### src/assert_macros.svh
// ----------------------------------------------------------------------------
// Assertion macros
// Shared concurrent assertion forms for the dead-reckoning block.
// ----------------------------------------------------------------------------
`ifndef ASSERT_MACROS_SVH
`define ASSERT_MACROS_SVH

// Overlapping implication, disabled while reset is held.
`define IDR_ASSERT_IMP(lbl, clk, rst_n, ante, cons, msg) \
    lbl: assert property (@(posedge clk) disable iff (!rst_n) (ante) |-> (cons)) \
        else $error(msg);

// Next-cycle implication, disabled while reset is held.
`define IDR_ASSERT_NXT(lbl, clk, rst_n, ante, cons, msg) \
    lbl: assert property (@(posedge clk) disable iff (!rst_n) (ante) |=> (cons)) \
        else $error(msg);

`endif

### src/idr_pkg.sv
// ----------------------------------------------------------------------------
// idr_pkg
// Widths, constants, types and helper functions of the dead-reckoning block.
// ----------------------------------------------------------------------------
package idr_pkg;

    localparam int ACC_W  = 32;   // acceleration, Q16.16
    localparam int ANG_W  = 16;   // angle, Q3.13
    localparam int DT_W   = 24;   // time step, Q0.24
    localparam int POS_W  = 48;   // velocity and position, Q24.24
    localparam int CS_W   = 33;   // CORDIC x and y, Q2.30 with headroom
    localparam int Z_W    = 21;   // CORDIC angle accumulator, Q16
    localparam int MAT_W  = 34;   // matrix entries and partial products, Q2.30
    localparam int NPROD  = 14;   // products needed to build the matrix
    localparam int NMAT   = 9;

    localparam logic [DT_W-1:0]          DT_RESET    = 24'd16777;
    localparam logic signed [CS_W-1:0]   CORDIC_GAIN = 33'sd652032874;
    localparam logic signed [Z_W-1:0]    PI_Q16      = 21'sd205887;
    localparam logic signed [Z_W-1:0]    HALF_PI_Q16 = 21'sd102944;

    typedef enum logic [1:0] {
        T_IDLE,
        T_LANES,
        T_MERGE
    } t_top_state;

    typedef enum logic [2:0] {
        M_IDLE,
        M_MAT,
        M_SUM,
        M_ROT_A,
        M_ROT_B,
        M_DONE
    } t_mrg_state;

    typedef struct packed {
        logic signed [CS_W-1:0] cos_v;
        logic signed [CS_W-1:0] sin_v;
    } t_sincos;

    typedef struct packed {
        logic start;
        logic take;
    } t_mrg_ctl;

    // Arctangent of 2^-i in Q16.
    function automatic logic signed [Z_W-1:0] atan_q16(input logic [3:0] idx);
        logic signed [Z_W-1:0] v;
        case (idx)
            4'd0:    v = 21'sd51472;
            4'd1:    v = 21'sd30386;
            4'd2:    v = 21'sd16055;
            4'd3:    v = 21'sd8150;
            4'd4:    v = 21'sd4091;
            4'd5:    v = 21'sd2047;
            4'd6:    v = 21'sd1024;
            4'd7:    v = 21'sd512;
            4'd8:    v = 21'sd256;
            4'd9:    v = 21'sd128;
            4'd10:   v = 21'sd64;
            4'd11:   v = 21'sd32;
            4'd12:   v = 21'sd16;
            4'd13:   v = 21'sd8;
            4'd14:   v = 21'sd4;
            4'd15:   v = 21'sd2;
            default: v = '0;
        endcase
        return v;
    endfunction

    // Clamp a 56-bit signed value to the signed 48-bit range.
    function automatic logic signed [POS_W-1:0] sat48(input logic signed [55:0] v);
        logic signed [POS_W-1:0] r;
        if (v > $signed({8'h00, 48'h7FFF_FFFF_FFFF})) begin
            r = 48'sh7FFF_FFFF_FFFF;
        end else if (v < $signed({8'hFF, 48'h8000_0000_0000})) begin
            r = 48'sh8000_0000_0000;
        end else begin
            r = v[POS_W-1:0];
        end
        return r;
    endfunction

endpackage

### src/idr_cordic_lane.sv
// ----------------------------------------------------------------------------
// idr_cordic_lane
// Sine and cosine of one angle by sixteen rotation-mode CORDIC iterations.
// ----------------------------------------------------------------------------
module idr_cordic_lane (
    input  logic                              i_clk,
    input  logic                              i_rst_n,
    input  logic                              i_start,
    input  logic signed [idr_pkg::ANG_W-1:0]  i_angle,
    output logic                              o_done,
    output idr_pkg::t_sincos                  o_sc
);
    import idr_pkg::*;

    logic                    r_busy;
    logic                    r_done;
    logic [3:0]              r_i;
    logic                    r_flip;
    logic signed [CS_W-1:0]  r_x;
    logic signed [CS_W-1:0]  r_y;
    logic signed [Z_W-1:0]   r_z;

    logic signed [Z_W-1:0]   z0;
    logic signed [Z_W-1:0]   z_red;
    logic                    flip;
    logic signed [CS_W-1:0]  dx;
    logic signed [CS_W-1:0]  dy;
    logic signed [Z_W-1:0]   at;

    // Range reduction into [-pi/2, pi/2] and one iteration step.
    always_comb begin
        z0 = $signed({{2{i_angle[ANG_W-1]}}, i_angle, 3'b000});
        if (z0 > HALF_PI_Q16) begin
            z_red = z0 - PI_Q16;
            flip  = 1'b1;
        end else if (z0 < -HALF_PI_Q16) begin
            z_red = z0 + PI_Q16;
            flip  = 1'b1;
        end else begin
            z_red = z0;
            flip  = 1'b0;
        end
        dx = r_y >>> r_i;
        dy = r_x >>> r_i;
        at = atan_q16(r_i);
    end

    always_ff @(posedge i_clk) begin
        if (!i_rst_n) begin
            r_busy <= 1'b0;
            r_done <= 1'b0;
            r_i    <= '0;
        end else if (i_start) begin
            r_x    <= CORDIC_GAIN;
            r_y    <= '0;
            r_z    <= z_red;
            r_flip <= flip;
            r_i    <= '0;
            r_busy <= 1'b1;
            r_done <= 1'b0;
        end else if (r_busy) begin
            if (r_z >= 0) begin
                r_x <= r_x - dx;
                r_y <= r_y + dy;
                r_z <= r_z - at;
            end else begin
                r_x <= r_x + dx;
                r_y <= r_y - dy;
                r_z <= r_z + at;
            end
            r_i <= r_i + 4'd1;
            if (r_i == 4'd15) begin
                r_busy <= 1'b0;
                r_done <= 1'b1;
            end
        end
    end

    // Undo the half-turn reduction by negating both results.
    always_comb begin
        o_sc.cos_v = r_flip ? -r_x : r_x;
        o_sc.sin_v = r_flip ? -r_y : r_y;
    end

    assign o_done = r_done;

endmodule

### config.mk
export PLATFORM = sky130hd
export DESIGN_NAME = idr_cordic_lane
export DESIGN_NICKNAME = d
export VERILOG_FILES = /design/src/assert_macros.svh /design/src/idr_pkg.sv /design/src/idr_cordic_lane.sv
export SDC_FILE = /design/constraint.sdc
export NUM_CORES = 1
export LEC_CHECK = 0
export ABC_AREA = 1
export BUFFER_PORTS_ARGS = -buffer_cell sky130_fd_sc_hd__buf_2
export CAP_MARGIN = 10
export CORE_MARGIN = 2
export CORE_UTILIZATION = 40
export DETAILED_ROUTE_END_ITERATION = 7
export PLACE_DENSITY = 0.65
export SYNTH_ARGS = -nofsm -noshare
export SYNTH_HDL_FRONTEND = slang
export SYNTH_SLANG_ARGS = --single-unit
### constraint.sdc
create_clock -name i_clk -period 4.97 [get_ports i_clk]
set_clock_uncertainty 0.05 [all_clocks]
set_input_delay 0.2485 -clock i_clk [delete_from_list [all_inputs] [get_ports i_clk]]
set_output_delay 0.2485 -clock i_clk [all_outputs]
set_load 0.01 [all_outputs]
After elaboration in Yosys (flattened, before gate mapping)

Memories as Yosys holds them, arrays and structs flattened. A register that Yosys moved wholly into a read port is not among the register bits.
Cells that the tools add are included.

Muxes and demuxes: 17
Reductions and logical operators: 5
Bitwise gates (word level): 1
Add/subtract/negate cells: 11
Shifts and indexed selects: 2
Magnitude comparators: 3
Equality and inequality tests: 1

Operators by type and width:

| cell                     | number |
|---|---|
| $mux W33                 | 6 |
| $mux W21                 | 5 |
| $add A33 B33 Y33         | 2 |
| $neg A33 Y33             | 2 |
| $sshr A33 B4 Y33         | 2 |
| $sub A33 B33 Y33         | 2 |
| $add A21 B21 Y21         | 1 |
| $ge A21 B1 Y1 const B    | 1 |
| $sub A21 B21 Y21         | 1 |
| $add A19 B19 Y20 const B | 1 |
| $sub A19 B19 Y20 const B | 1 |
| $gt A19 B18 Y1 const B   | 1 |
| $lt A19 B18 Y1 const B   | 1 |
| $mux W4                  | 2 |
| $reduce_and A2 Y1        | 3 |
| $add A4 B1 Y4 const B    | 1 |
| $eq A4 B4 Y1 const B     | 1 |
| $mux W1                  | 4 |
| $reduce_bool A2 Y1       | 1 |
| $reduce_or A2 Y1         | 1 |
| $not A1 Y1               | 1 |

Bits in registers: 94
Input port bits: 19
Word-level logic and storage cells: 48
Memories: 1
ROM bits: 256
Output and inout port bits: 67

Memory list:

| name             | words | bits a word | read ports | clocked after Yosys merged registers in | wr ports | RTL line      | source |
|---|---|---|---|---|---|---|---|
| (name not given) | 16    | 16          | 1          | 1                                       | 0        | idr_pkg.sv:50 | `case (idx)` |

Logic depth before layout (Yosys ltp)

Depth after elaboration: 4
Mapped depth: 31

Worst setup path after synthesis

Ideal clock, no wire load.

Kind: reg-to-reg
Start point: register r_i[0]
End point: register r_y[29], data pin
Path slack: 1136 ps
Arrival time: 3529 ps
Setup time: 255 ps
Path buffers: 3
Stages on the path, launching flop included: 31
Required time: 4665 ps
Cells stage by stage: dfxtp_1 -> buf_4 -> buf_6 -> buf_6 -> nand2_1 -> o21ai_1 -> o211ai_1 -> nand2_1 -> nand2_1 -> nand2_1 -> inv_1 -> ha_1 -> nand2_1 -> nor2_1 -> nand2_1 -> nor2_4 -> inv_2 -> o21ai_2 -> xor2_1 -> inv_1 -> ha_1 -> nand2_1 -> nor2_1 -> inv_1 -> nor2_1 -> inv_1 -> nor4_1 -> a21oi_1 -> nand2b_1 -> a21oi_1 -> nor2_1

Word-level cells in the longest chain between the ends: 4
Elaborated cells on any way between the ends: 5
Classes of those cells: add/sub (2); shift (1); mux (2)

Ends and longest elaborated chain:

| what                                                 | RTL line                                     | source |
|---|---|---|
| start, declared                                      | idr_cordic_lane.sv:17                        | `logic [3:0] r_i;` |
| start signal, assigned                               | idr_cordic_lane.sv:71                        | `r_i <= r_i + 4'd1;` |
| $sshr A33 B4 Y33 (*)                                 | idr_cordic_lane.sv:44                        | `dy = r_x >>> r_i;` |
| $sub A33 B33 Y33 or $add A33 B33 Y33 (tied branches) | idr_cordic_lane.sv:68, idr_cordic_lane.sv:64 |  |
| $mux W33 (*)                                         | idr_cordic_lane.sv:62                        | `if (r_z >= 0) begin` |
| $mux W33 (*)                                         | idr_cordic_lane.sv:61                        | `end else if (r_busy) begin` |
| end signal, assigned                                 | idr_cordic_lane.sv:64                        | `r_y <= r_y + dy;` |
| end signal, assigned                                 | idr_cordic_lane.sv:68                        | `r_y <= r_y - dy;` |
| end, declared                                        | idr_cordic_lane.sv:20                        | `logic signed [CS_W-1:0] r_y;` |

Mark *: on every way between the ends. The rest lies on a longest branch, timed or not. The select of a mux whose other input is x is not followed.
A chain may end at the register's enable or synchronous reset.

Worst setup path in the final report

Start point: register r_i[0]
End point: register r_y[31], data pin

The elaborated chain is that of the path after synthesis.

==> impl_metrics.ini <==
[power_and_ir_drop]
p_leak_nw = 8.05
finalPower_mw = 8.60
peakVddDrop_mv = 0.234
power_density_nw_per_um2 = 502

[placed_design]
hpwlAfterDp_um = 43700
dpl_cell_area_um2 = 16800
gp_congestion = 0.965
place_ws_ps = 180
io_buffers = 85

[die]
initial_core_util_pct = 40.7
row_count = 72
die_width_um = 203
die-area_um2 = 41200
placeableCoreArea_um2 = 38800
io_pins = 86
die_h_um = 203

[clocking]
cts_buffers = 9
holdBufCountCts = 0
clk_latency_ps = 390
h-tree-depth = 3
cts_tree = built
clock-root-buffer = clkbuf_16
clkSinkCount = 110
cts.path.max_buffers = 2
clkSlewWorstSetupHoldPaths_ps = 90

[timing]
relSlewSlack_pct = 29.1
drv_slew = 0
hold_viol_final = 0
tightest_slew_ps = 1050
fin_ws_ps = 381
min_period_ps = 4590
clock.fmax_mhz = 218
fin_setup_tns_ps = 0
setup_viol = 0
rsz0062_at_grt = no
period_share_pct = 92.3

[layout]
final_core_util_pct = 44.1
layout_commonest_cell = nand2_1
fin_nets = 2785
stdcell_area_um2 = 17100
final_cell_mix = nand2_1, nand3_1, inv_1, nor2_1, a21oi_1
syn_to_final_growth_pct = 8.36
drive_gt1_share_pct = 7.16
n_antenna_cell = 0

[synthesis]
ys.flop_type = edfxtp_1
ys_async_sr_fraction_pct = 0
yosysWarnings = 0
synthCells = 2616
seq_area_frac_synth_pct = 19.5
synth-edff-count = 88
ys_ff_latch = 110
syn-cell-area_um2 = 15800
synth_area_per_cell_um2 = 6.05
syn-num-nets = 2740
yosysUniqueCellTypes = 57

[route]
wl_per_cell_um = 17.2
dr.pass1.iters = 6
route.detailed.drc = 0
dr_wl_met2_um = 24800
wirelength_um = 54900
antenna_left = 0
top_layer = met4
route.met3.wl_um = 3290
drt_iter0_markers = 1598
vias_per_cell = 5.54
vias = 17600
met1Wirelength_um = 25000

[global_route]
grtUsageTotal_pct = 26.3
grt_max_degree = 76
grt_pass1_vias = 16200
antenna_found_initial = 0
grt_pass1_wl_um = 86500
grt-ovfl-total = 0

[min_path]
hold_depth = 3
hold_path_class = primary input to register

[critical_path]
path_delay_family = simple AND/OR/NAND/NOR gates
r2r_slack_ps = 380
cp.depth = 26
path_common_cell = nand2_1
critPathCaptureType = register
crit_type = register to register
critPathRequiredTime_ps = 5060
cp.arrival_ps = 4680
start_kind = register
max_stage_delay_ps = 420
crit_fanout = 38
critical_path_buf_inv_count = 5
worst_path_max_delay_cell = dfxtp_2
rr_worst_depth = 26

[flow_run]
maxCapViolCount = 0

[outcome]
outcome = complete, no violations
## routing by layer
layer  vias to the layer above  global-route usage, %
met5                         -                      0
met4                         0                   9.10
met3                        87                   3.13
met2                       587                   42.9
met1                      8062                   35.8
li1                       8907                      -
## metrics by stage
stage          hold slack (ps)  instances
6_report                   181       3184
4_1_cts                    170       3182
3_3_place_gp               488       3166
5_1_grt                    199       3184
3_5_place_dp               498       3166
2_1_floorplan              348       2616
## Yosys cell counts (15+ instances only)
| library cell | number | area [um2] |
|---|---|---|
| a21oi_1 | 181 | 906 |
| dfxtp_1 | 22 | 440 |
| inv_1 | 259 | 972 |
| nand2_1 | 692 | 2600 |
| nand3_1 | 372 | 1860 |
| nand4_1 | 32 | 200 |
| o21ai_0 | 175 | 876 |
| edfxtp_1 | 88 | 2640 |
| nor2_1 | 246 | 923 |
| o21a_1 | 18 | 135 |
| xnor2_1 | 47 | 412 |
| nor3_1 | 40 | 200 |
| a31oi_1 | 15 | 93.8 |
| clkbuf_1 | 36 | 135 |
| ha_1 | 102 | 1280 |
| xor2_1 | 88 | 771 |
| buf_1 | 16 | 60.1 |
| buf_2 | 23 | 115 |
## registers in the layout, indices dropped and copies added, names as in the netlist
signal	flops
at	16
o_done	1
r_busy	1
r_flip	1
r_i	4
r_x	33
r_y	33
r_z	21
## repair_timing
| action | in CTS | in global routing |
|---|---|---|
| gates resized for setup | 0 | 13 |
| endpoints found under the setup margin | 0 | 20 |
| setup buffers | 0 | 1 |
## tightest hold or removal path, cell delays in order
cell and delay, ps:
buf_2 130, nand2_1 120, o21ai_0 100
## worst paths after layout
check / startpoint / endpoint
hold / removal: i_rst_n / r_busy
hold reg to reg: o_done / o_done
setup reg to reg: r_i[0] / r_y[31]
setup / recovery: r_i[0] / r_y[31]
## layout make-up
type | instances | area (um2)
Tap cell | 518 | 648
Fill cell | 4191 | 21700
Inverter | 273 | 1030
Multi-Input combinational cell | 2144 | 11300
Clock inverter | 6 | 73.8
Sequential cell | 110 | 3090
Clock buffer | 10 | 250
Timing Repair Buffer | 123 | 752
## power by group
| group | switching [mW] | total [mW] | internal [mW] |
|---|---|---|---|
| registers | 0.470 | 1.81 | 1.34 |
| logic | 3.88 | 5.95 | 2.07 |
| clock network | 0.413 | 0.843 | 0.430 |
| total | 4.76 | 8.60 | 3.84 |
## kinds of logic (layout without fill, tap and decap cells)
family | after synthesis | after routing | share of synthesized area, %
XOR/XNOR | 135 | 135 | 7.48
adder cells (fa/ha/maj) | 105 | 105 | 8.45
AO/OA/AOI/OAI | 471 | 471 | 16.6
AND/OR/NAND/NOR | 1433 | 1433 | 38.8
buffers and inverters | 362 | 412 | 9.20
flip-flops | 110 | 110 | 19.5
(Power assumes the default switching activity.)
